File: src/mep_pkg.sv
`timescale 1ns / 1ps

package mep_pkg;

  localparam int unsigned COORD_BITS = 32;
  localparam int unsigned FRAC_BITS  = 28;
  localparam int unsigned MAX_ITER   = 127;
  localparam int unsigned ITER_BITS  = $clog2(MAX_ITER + 1);
  localparam int unsigned CFG_BITS   = 32;
  localparam int unsigned DIM_BITS   = 13;
  localparam int unsigned IDX_BITS   = 12;
  localparam int unsigned COLOR_BITS = 24;
  localparam int unsigned ADDR_BITS  = 3;

  typedef logic signed [COORD_BITS-1:0] coord_t;
  typedef logic [ITER_BITS-1:0]         iter_t;
  typedef logic [IDX_BITS-1:0]          idx_t;
  typedef logic [COLOR_BITS-1:0]        color_t;

  // Register indexes on the configuration port
  typedef enum logic [ADDR_BITS-1:0] {
    REG_REAL_ORIGIN = 3'd0,
    REG_IMAG_ORIGIN = 3'd1,
    REG_REAL_INC    = 3'd2,
    REG_IMAG_INC    = 3'd3,
    REG_COLUMNS     = 3'd4,
    REG_ROWS        = 3'd5
  } reg_addr_e;

  // Status of the escape-time unit seen by the top level
  typedef struct packed {
    logic  idle;
    logic  done;
    iter_t count;
  } core_stat_t;

  function automatic color_t palette(input logic [3:0] sel);
    color_t c;
    case (sel)
      4'd0:    c = 24'hff0000;
      4'd1:    c = 24'hee3300;
      4'd2:    c = 24'hcc5500;
      4'd3:    c = 24'haa5500;
      4'd4:    c = 24'haa3300;
      4'd5:    c = 24'h666600;
      4'd6:    c = 24'h999900;
      4'd7:    c = 24'h669900;
      4'd8:    c = 24'h339900;
      4'd9:    c = 24'h0099aa;
      4'd10:   c = 24'h0066aa;
      4'd11:   c = 24'h0033aa;
      4'd12:   c = 24'h0000aa;
      4'd13:   c = 24'h000099;
      4'd14:   c = 24'h000066;
      default: c = 24'h000000;
    endcase
    return c;
  endfunction

  // Last index of a dimension: zero acts as one, above 4096 acts as 4096
  function automatic idx_t last_index(input logic [DIM_BITS-1:0] dim);
    idx_t r;
    if (dim == '0) begin
      r = '0;
    end else if (dim > DIM_BITS'(1 << IDX_BITS)) begin
      r = '1;
    end else begin
      r = IDX_BITS'(dim - DIM_BITS'(1));
    end
    return r;
  endfunction

endpackage

File: src/mandelbrot_escape_time_pixel.sv
`timescale 1ns / 1ps
// One pixel at a time, set by the single shared 32x32 multiplier; the next request is
// taken the cycle after the escape unit hands its result to the output register. Reset
// (rst_ni low, asynchronous): walk at top-left, coordinates and registers zero, 1024
// columns by 768 rows, no result pending.
module mandelbrot_escape_time_pixel (
  input  logic        clk_i,
  input  logic        rst_ni,
  // Pixel requests
  input  logic        s_axis_tvalid,
  output logic        s_axis_tready,
  input  logic [7:0]  s_axis_tdata,   // [0] restart, [7:1] zero
  // Pixel results
  output logic        m_axis_tvalid,
  input  logic        m_axis_tready,
  output logic [31:0] m_axis_tdata,   // [23:0] color, [30:24] iterations, [31] zero
  output logic        m_axis_tuser,   // [0] row_done
  output logic        m_axis_tlast,   // frame_done
  // Register writes
  input  logic        cfg_valid_i,
  output logic        cfg_ready_o,
  input  logic [2:0]  cfg_addr_i,
  input  logic [31:0] cfg_data_i
);
  import mep_pkg::*;

  // Configuration registers
  coord_t                real_origin_q, imag_origin_q, real_inc_q, imag_inc_q;
  logic [DIM_BITS-1:0]   columns_q, rows_q;

  // Raster walk state
  coord_t cur_real_q, cur_imag_q;
  idx_t   col_q, row_q;

  // Pixel marks held while the escape unit runs
  logic   row_end_q, frame_end_q;

  // Output register
  logic   out_valid_q;
  color_t color_q;
  iter_t  iter_q;
  logic   row_done_q, frame_done_q;

  core_stat_t stat;
  logic       accept, restart, hand_over;
  coord_t     cr_use, ci_use;
  idx_t       col_use, row_use, last_col, last_row;
  logic       row_end, frame_end;

  assign cfg_ready_o = 1'b1;

  always_ff @(posedge clk_i or negedge rst_ni) begin
    if (!rst_ni) begin
      real_origin_q <= '0;
      imag_origin_q <= '0;
      real_inc_q    <= '0;
      imag_inc_q    <= '0;
      columns_q     <= DIM_BITS'(1024);
      rows_q        <= DIM_BITS'(768);
    end else if (cfg_valid_i) begin
      // Drop writes to indexes beyond the register list
      case (cfg_addr_i)
        REG_REAL_ORIGIN: real_origin_q <= coord_t'(signed'(cfg_data_i));
        REG_IMAG_ORIGIN: imag_origin_q <= coord_t'(signed'(cfg_data_i));
        REG_REAL_INC:    real_inc_q    <= coord_t'(signed'(cfg_data_i));
        REG_IMAG_INC:    imag_inc_q    <= coord_t'(signed'(cfg_data_i));
        REG_COLUMNS:     columns_q     <= cfg_data_i[DIM_BITS-1:0];
        REG_ROWS:        rows_q        <= cfg_data_i[DIM_BITS-1:0];
        default: ;
      endcase
    end
  end

  // Take a request only while the escape unit is free
  assign s_axis_tready = stat.idle;
  assign accept        = s_axis_tvalid && s_axis_tready;
  assign restart       = s_axis_tdata[0];

  // A restart jumps to the top-left pixel before this request is worked
  assign cr_use  = restart ? real_origin_q : cur_real_q;
  assign ci_use  = restart ? imag_origin_q : cur_imag_q;
  assign col_use = restart ? '0 : col_q;
  assign row_use = restart ? '0 : row_q;

  // An index at or past the last position (geometry shrunk mid-frame) counts as last
  assign last_col  = last_index(columns_q);
  assign last_row  = last_index(rows_q);
  assign row_end   = col_use >= last_col;
  assign frame_end = row_end && (row_use >= last_row);

  always_ff @(posedge clk_i or negedge rst_ni) begin
    if (!rst_ni) begin
      cur_real_q  <= '0;
      cur_imag_q  <= '0;
      col_q       <= '0;
      row_q       <= '0;
      row_end_q   <= 1'b0;
      frame_end_q <= 1'b0;
    end else if (accept) begin
      row_end_q   <= row_end;
      frame_end_q <= frame_end;
      if (row_end) begin
        // Wrap to the start of the next row, or of the next frame
        col_q      <= '0;
        cur_real_q <= real_origin_q;
        if (frame_end) begin
          row_q      <= '0;
          cur_imag_q <= imag_origin_q;
        end else begin
          row_q      <= row_use + idx_t'(1);
          cur_imag_q <= ci_use + imag_inc_q;
        end
      end else begin
        // Advance one column along the row
        col_q      <= col_use + idx_t'(1);
        row_q      <= row_use;
        cur_imag_q <= ci_use;
        cur_real_q <= cr_use + real_inc_q;
      end
    end
  end

  mep_core u_core (
    .clk_i   (clk_i),
    .rst_ni  (rst_ni),
    .start_i (accept),
    .cr_i    (cr_use),
    .ci_i    (ci_use),
    .ack_i   (hand_over),
    .stat_o  (stat)
  );

  // Move a finished pixel into the output register when it is empty or being drained
  assign hand_over = stat.done && (!out_valid_q || m_axis_tready);

  always_ff @(posedge clk_i or negedge rst_ni) begin
    if (!rst_ni) begin
      out_valid_q <= 1'b0;
    end else if (hand_over) begin
      out_valid_q <= 1'b1;
    end else if (m_axis_tready) begin
      out_valid_q <= 1'b0;
    end
  end

  // Payload of the output register, no reset needed
  always_ff @(posedge clk_i) begin
    if (hand_over) begin
      iter_q       <= stat.count;
      color_q      <= palette(4'(stat.count >> 3));
      row_done_q   <= row_end_q;
      frame_done_q <= frame_end_q;
    end
  end

  assign m_axis_tvalid = out_valid_q;
  assign m_axis_tdata  = {1'b0, iter_q, color_q};
  assign m_axis_tuser  = row_done_q;
  assign m_axis_tlast  = frame_done_q;

endmodule

File: src/mep_core.sv
`timescale 1ns / 1ps

module mep_core (
  input  logic            clk_i,
  input  logic            rst_ni,
  input  logic            start_i,
  input  mep_pkg::coord_t cr_i,
  input  mep_pkg::coord_t ci_i,
  input  logic            ack_i,
  output mep_pkg::core_stat_t stat_o
);
  import mep_pkg::*;

  localparam coord_t TWO     = coord_t'(COORD_BITS'(1) << (FRAC_BITS + 1));
  localparam coord_t NEG_TWO = -TWO;
  localparam coord_t FOUR    = coord_t'(COORD_BITS'(1) << (FRAC_BITS + 2));

  typedef enum logic [2:0] {
    ST_IDLE,
    ST_MUL_T,
    ST_UPD,
    ST_SQR,
    ST_SQI,
    ST_CHK,
    ST_DONE
  } state_e;

  state_e state_q;
  coord_t zr_q, zi_q, sr_q, si_q, cr_q, ci_q, prod_q;
  iter_t  n_q, count_q;

  coord_t op_a, op_b, prod_d, zr_n, zi_n, mag;
  logic signed [2*COORD_BITS-1:0] full;
  logic   bound_hit;

  // Shared multiplier: doubled real times imaginary, or a square
  always_comb begin
    case (state_q)
      ST_SQR: begin
        op_a = zr_q;
        op_b = zr_q;
      end
      ST_SQI: begin
        op_a = zi_q;
        op_b = zi_q;
      end
      default: begin
        op_a = zr_q <<< 1;
        op_b = zi_q;
      end
    endcase
    full   = (2*COORD_BITS)'(op_a) * (2*COORD_BITS)'(op_b);
    prod_d = full[FRAC_BITS +: COORD_BITS];
  end

  assign zr_n      = sr_q - si_q + cr_q;
  assign zi_n      = prod_q + ci_q;
  assign bound_hit = (zr_n >= TWO) || (zr_n <= NEG_TWO) ||
                     (zi_n >= TWO) || (zi_n <= NEG_TWO);
  assign mag       = sr_q + prod_q;

  always_ff @(posedge clk_i or negedge rst_ni) begin
    if (!rst_ni) begin
      state_q <= ST_IDLE;
      zr_q    <= '0;
      zi_q    <= '0;
      sr_q    <= '0;
      si_q    <= '0;
      cr_q    <= '0;
      ci_q    <= '0;
      prod_q  <= '0;
      n_q     <= '0;
      count_q <= '0;
    end else begin
      prod_q <= prod_d;
      case (state_q)
        ST_IDLE: begin
          if (start_i) begin
            zr_q    <= '0;
            zi_q    <= '0;
            sr_q    <= '0;
            si_q    <= '0;
            cr_q    <= cr_i;
            ci_q    <= ci_i;
            n_q     <= '0;
            state_q <= ST_MUL_T;
          end
        end
        ST_MUL_T: state_q <= ST_UPD;
        ST_UPD: begin
          zr_q <= zr_n;
          zi_q <= zi_n;
          if (bound_hit) begin
            count_q <= n_q;
            state_q <= ST_DONE;
          end else begin
            state_q <= ST_SQR;
          end
        end
        ST_SQR: state_q <= ST_SQI;
        ST_SQI: begin
          sr_q    <= prod_q;
          state_q <= ST_CHK;
        end
        ST_CHK: begin
          // The squares kept here feed the next update
          si_q <= prod_q;
          if (mag >= FOUR) begin
            count_q <= n_q;
            state_q <= ST_DONE;
          end else if (n_q == iter_t'(MAX_ITER - 1)) begin
            count_q <= iter_t'(MAX_ITER);
            state_q <= ST_DONE;
          end else begin
            n_q     <= n_q + iter_t'(1);
            state_q <= ST_UPD;
          end
        end
        ST_DONE: begin
          if (ack_i) begin
            state_q <= ST_IDLE;
          end
        end
        default: state_q <= ST_IDLE;
      endcase
    end
  end

  assign stat_o.idle  = (state_q == ST_IDLE);
  assign stat_o.done  = (state_q == ST_DONE);
  assign stat_o.count = count_q;

endmodule
File: config.mk
export PLATFORM = sky130hd
export DESIGN_NAME = mandelbrot_escape_time_pixel
export DESIGN_NICKNAME = d
export VERILOG_FILES = /design/src/mep_pkg.sv /design/src/mandelbrot_escape_time_pixel.sv /design/src/mep_core.sv
export SDC_FILE = /design/constraint.sdc
export NUM_CORES = 2
export LEC_CHECK = 0
export ABC_AREA = 1
export BUFFER_PORTS_ARGS = -buffer_cell sky130_fd_sc_hd__buf_2
export CAP_MARGIN = 25
export CORE_MARGIN = 10
export CORE_UTILIZATION = 49
export CTS_BUF_LIST = sky130_fd_sc_hd__clkbuf_16
export DETAILED_ROUTE_END_ITERATION = 7
export PLACE_DENSITY = 0.65
export SETUP_SLACK_MARGIN = 0.02
export SLEW_MARGIN = 20
export SYNTH_ARGS = -nofsm -noshare
export SYNTH_HDL_FRONTEND = slang
export SYNTH_SLANG_ARGS = --single-unit
File: constraint.sdc
create_clock -name clk_i -period 19.21 [get_ports clk_i]
set_input_delay 0.9605 -clock clk_i [delete_from_list [all_inputs] [get_ports clk_i]]
set_output_delay 0.9605 -clock clk_i [all_outputs]
set_load 0.005 [all_outputs]
Word-level counts from Yosys, hierarchy flattened --
Memory sizes are Yosys's and may differ from the RTL's. A register that Yosys moved wholly into a read port is not among the register bits. Cells that the tools add are included.
Storage, ports and cells: word-level logic and storage cells 133, register bits 495, memories 1, memory bits (read-only) 384
Memory list:
- (name not given) | words 16, bits a word 24, read ports 1, clocked after memory_dff 1, wr ports 0, RTL line mep_pkg.sv:39 | case (sel)
Cells by class: multiplexer cells 37, equal/unequal tests 18, add/subtract/negate cells 11, $lt $le $gt $ge 9, multiply operators 1, reduce and logical (&&, ||, !) cells 30
Operator list (count):
- 32-bit case mux with 2 select lines | 5
- 32-bit two-way mux | 7
- 32-bit adder | 5
- 12-bit two-way mux | 9
- 32-bit by 31-bit greater-or-equal comparator with 1-bit output, second input constant | 2
- 32-bit by 30-bit <= comparator with 1-bit output, second input constant | 2
- 32-bit by 32-bit multiplier with 60-bit output | 1
- 7-bit two-way mux | 6
- 32-bit greater-or-equal comparator, second input constant | 1
- 32-bit subtractor | 1
- 7-bit case mux with 2 select lines | 2
- 13-bit > comparator, second input constant | 2
- 13-bit zero test | 2
- 12-bit by 1-bit adder with 12-bit output, second input constant | 2
- 12-bit greater-or-equal comparator | 2
- 12-bit by 1-bit subtractor with 12-bit output, second input constant | 2
- 2-bit AND reduction | 11
- 3-bit case mux with 7 select lines | 1
- 3-bit equality test, second input constant | 5
- 3-bit two-way mux | 5
- 3-bit by 2-bit equality test with 1-bit output, second input constant | 4
- 2-bit nonzero test | 5
- 7-bit by 1-bit adder with 7-bit output, second input constant | 1
- 7-bit equality test, second input constant | 1
- 11 further kinds | 22

Longest topological paths before layout --
depth after elaboration 8, mapped depth 40

Cells and area by module --
From an unflattened synthesis, not the netlist that was laid out.
Second synthesis, totals: cells, all modules 8828, area total of the unflattened synthesis 68221.7 um^2
By module, submodules not included:
- mep_core | area each 50631.1 um^2, instances 1, cells each 6315, seq. area each 6030.8 um^2
- mandelbrot_escape_time_pixel | area each 17590.6 um^2, instances 1, cells each 2513, seq. area each 6765.2 um^2

Worst setup path after synthesis --
Ideal clock, no wire load.
kind flip-flop to flip-flop, from register u_core.state_q[0], to register u_core.prod_q[31], arrival 7.926 ns, cell stages (with the launch flop) 32, path slack 11.168 ns, cell sequence dfrtp_1 -> nand3_2 -> buf_2 -> buf_2 -> buf_2 -> nor2_1 -> a21oi_1 -> clkbuf_1 -> nor2_1 -> fa_1 -> fa_1 -> inv_1 -> fa_1 -> inv_1 -> fa_1 -> inv_1 -> fa_1 -> inv_1 -> fa_1 -> inv_1 -> fa_1 -> inv_1 -> fa_1 -> ha_1 -> a21oi_1 -> o21ai_0 -> a2111oi_0 -> o21ai_2 -> nand2_1 -> nand2_1 -> nand3_1 -> nand2_1
Between the ends: longest elaborated chain between the ends 3
RTL lines:
- from (decl) | RTL line mep_core.sv:28 | state_e state_q;
- from (signal assigned) | RTL line mep_core.sv:64 | state_q <= ST_IDLE;
- from (signal assigned) | RTL line mep_core.sv:86 | state_q <= ST_MUL_T;
- from (signal assigned) | RTL line mep_core.sv:89 | ST_MUL_T: state_q <= ST_UPD;
- 3-bit equality test / 3-bit by 2-bit equality test with 1-bit output (equally long branches) | RTL line mep_core.sv:38 | case (state_q)
- 32-bit case mux with 2 select lines / 32-bit two-way mux (equally long branches) | RTL line mep_core.sv:38
- 32-bit by 32-bit multiplier with 60-bit output * | RTL line mep_core.sv:52 | full = (2*COORD_BITS)'(op_a) * (2*COORD_BITS)'(op_b);
- via u_core.full[59] | RTL line mep_core.sv:33 | logic signed [2*COORD_BITS-1:0] full;
- to (signal assigned) | RTL line mep_core.sv:75 | prod_q <= prod_d;
- to (decl) | RTL line mep_core.sv:29 | coord_t zr_q, zi_q, sr_q, si_q, cr_q, ci_q, prod_q;
Mark *: on every way through the listed nets, which the timed path passes. The rest lies on a longest branch. A chain may end at the register's enable or synchronous reset.

Worst setup path in the final report --
from register u_core.state_q[2], to register u_core.prod_q[25]
Same word-level chain as after synthesis.

==> metrics <==
result of the run finished clean; share of final-layout standard cells stronger than drive strength 1 around 4.2%; simple logic cell fraction of the synthesized area 18.36%; Max Clk Rate approximately 0.090 GHz; commonest non-fill, non-tap cell in the layout sky130_fd_sc_hd__nand2_1; maximum number of pins on one net before global-route repair ~160; synth unique cells 64; initial cell density of the core 49.22%; synthesized flop and latch total 507; TritonCTS clock tree yes; final setup slack of the worst path roughly 8 ns; first-pass GRT wire length roughly 330000 um; clock sink count just over 500; DRT Wirelength between 200000 and 250000 um; number of flops mapped to enable cells by yosys 21; main flop type after synthesis sky130_fd_sc_hd__dfrtp_1; reg-to-reg critical path endpoint u_core.prod_q[25]; start-to-end type of the worst setup path flip-flop to flip-flop; library cell contributing the largest single delay on the critical path sky130_fd_sc_hd__o21ai_4; number of setup violations in the final report 0; buffers added on ports 75; post-CTS setup buffer count 0; number of rows created at floorplan about 140; share of the yosys chip area belonging to registers between 10% and 20%; final critical delay including setup and external delays 11.10 ns; CP Launch Type flip-flop; synth-to-layout area growth 6.219%; final clock skew between 0.06 and 0.07 ns; critical path data required time about 20 ns; Reg2Reg Launch Point u_core.state_q[2]; buffer cell driving the clock tree root sky130_fd_sc_hd__clkbuf_16; pre-CTS setup slack around 8.3 ns; via count of the first global-routing pass roughly 56000; later-pin clock latency in the skew report about 0.66 ns; post-placement cell area between 60000 and 70000 um^2; post-route non-filler standard cell count 10110; Final Max Tran Viols 0; Post-Synthesis Cells ~8400; post-detailed-route count of antenna-violating nets 0; count of max-cap constraint violations 0; number of cells in the design after placement 10010; quantity of gates resized following cts 0; final RePlAce weighted congestion ~1; htree depth 2; complex-gate fraction of the synthesized area under 10%; hold bufs inserted after CTS 0; total negative slack 0 ns; clock transition at the register clock pins on the worst setup and hold paths after CTS ~0.060 ns; Critical Path Start u_core.state_q[2]; number of vias after detailed routing approximately 55000; GR Util All Layers around 28%; actual transition at the worst max-transition pin between 1 and 1.5 ns; yosys warns 0; FF-to-FF setup slack around 8.1 ns; Synth Net Count ~9800; count of buffering cells on the critical path with inverters included 12; post-synthesis instance area 66510 um^2; detailed-router iteration count before antenna repair 8; main combinational cell family by area after synthesis adder cells; portion of the clock cycle consumed by the worst path in the final layout slightly below 60%; Post-synth ARST share between 90% and 100%; final routed wire length divided by cell count 20.99 um; number of cell instances on the worst register-to-register path 34; number of antenna violations at the first check in global routing 4; share of cell area taken by muxes after synthesis 0%; initial DRC count 4988; synthesized-area fraction occupied by xor and xnor cells 1.802%; number of remaining DRC errors 0; path class of the lowest-slack min-delay path input pin to async pin; Fin. Hold Viols 0; crit path capture type flip-flop; Most common cell on crit path sky130_fd_sc_hd__fa_1; setup repair after global routing missed its margin no; cell class contributing the biggest share of worst-path delay adder cells; total clock buffers created by CTS 53; Via density around 5.5; highest-count cells in the layout ignoring fill and taps 1821 x sky130_fd_sc_hd__nand2_1, 1765 x sky130_fd_sc_hd__inv_1, 1071 x sky130_fd_sc_hd__fa_1, 840 x sky130_fd_sc_hd__nor2_1, 497 x sky130_fd_sc_hd__o21ai_0; worst-path fanout max 76; Rel. slew slack approximately a quarter; I/O Pins 85; number of buffers on the longest clock path 3; mean post-synth cell area between 7 and 8 um^2; die outline height 388.4 um; post-route cell area about 71000 um^2; overall die area approximately 150000 um^2; max incr delay on CP about 0.7 ns; adder-cell share of the synthesized area around 39%; total grt overflow 0; Crit path arrival time roughly 12 ns; half-perimeter wire length after detailed placement 169400 um; number of nets in the layout a little under 10000; Die W roughly 390 um; area of the core roughly 140000 um^2
-- synthesized netlist by cell type (14+ instances only) --
master	count	area share [%]
sky130_fd_sc_hd__buf_2	27	0.20
sky130_fd_sc_hd__nand2_1	1825	10
sky130_fd_sc_hd__a21oi_1	283	2.1
sky130_fd_sc_hd__fa_1	1071	32
sky130_fd_sc_hd__xor2_1	76	1.0
sky130_fd_sc_hd__ha_1	361	6.8
sky130_fd_sc_hd__buf_1	16	0.090
sky130_fd_sc_hd__nand3_1	224	1.7
sky130_fd_sc_hd__nor4_1	19	0.18
sky130_fd_sc_hd__dfrtp_1	483	18
sky130_fd_sc_hd__o21ai_0	502	3.8
sky130_fd_sc_hd__or2_2	16	0.15
sky130_fd_sc_hd__inv_1	1758	9.9
sky130_fd_sc_hd__nor3_1	47	0.35
sky130_fd_sc_hd__a21oi_2	20	0.26
sky130_fd_sc_hd__edfxtp_1	21	0.95
sky130_fd_sc_hd__clkinv_1	16	0.090
sky130_fd_sc_hd__nand4_1	59	0.55
sky130_fd_sc_hd__o22ai_1	114	1.1
sky130_fd_sc_hd__o21a_1	23	0.26
sky130_fd_sc_hd__o21bai_1	45	0.51
sky130_fd_sc_hd__a21o_1	20	0.23
sky130_fd_sc_hd__nor2_1	842	4.8
sky130_fd_sc_hd__buf_4	14	0.16
sky130_fd_sc_hd__o211ai_1	28	0.32
sky130_fd_sc_hd__clkbuf_1	247	1.4
sky130_fd_sc_hd__xnor2_1	59	0.78
-- cells by family (layout without fill, tap and decap cells) --
kind of cell,Yosys count,in the layout
buf+inv,2086,2054
flops,507,507
other cells,2,4
simple gates,3068,3068
fa+ha+maj,1432,1432
xor+xnor,136,136
compound gates,1127,1127
-- per-stage QoR --
step | utilization, % | hold slack [ns]
floorplan | - | 0.4231
global placement | 50.85 | 0.4353
detailed placement | 50.89 | 0.4366
CTS | 52.21 | 0.2861
global route | 52.28 | 0.3201
finish | 52.28 | 0.2799
-- area by class of cell --
type	count	area (um^2)
Multi-Input combinational cell	5765	45900
Clock buffer	53	1326
Inverter	1781	6690
Antenna cell	2	5.005
Timing Repair Buffer	175	1246
Clock inverter	45	455.4
Fill cell	13120	64480
Sequential cell	507	12800
Tap cell	1781	2228
-- how the worst max path moves through the flow --
stage	depth (start not counted)	slack [ns]	end
finish	34	8.11	u_core.prod_q[25]
global route	34	7.64	u_core.prod_q[25]
CTS	34	8.34	u_core.prod_q[25]
detailed placement	33	8.33	u_core.prod_q[25]
global placement	33	8.39	u_core.prod_q[25]
floorplan	31	11.17	u_core.prod_q[31]
-- state kept, by name, indices dropped and copies added (netlist names), 32 cells and up --
name           flops
u_core.zr_q       32
imag_inc_q        32
u_core.si_q       32
real_inc_q        32
u_core.sr_q       32
u_core.cr_q       32
u_core.ci_q       32
u_core.zi_q       32
cur_real_q        32
real_origin_q     32
cur_imag_q        32
imag_origin_q     32
u_core.prod_q     32
-- metal layers --
| metal | track usage [%] | vias up | routed length [um] |
|---|---|---|---|
| met2 | 44.63 | 2103 | 95550 |
| met4 | 8.117 | 2 | 7619 |
| met1 | 39.49 | 27470 | 91500 |
| met5 | 0 | - | 10 |
| li1 | - | 25260 | - |
| met3 | 4.803 | 425 | 17500 |
Power is not shown: default switching activity piles up to over one toggle a cycle in this logic, so the estimate is an artifact.
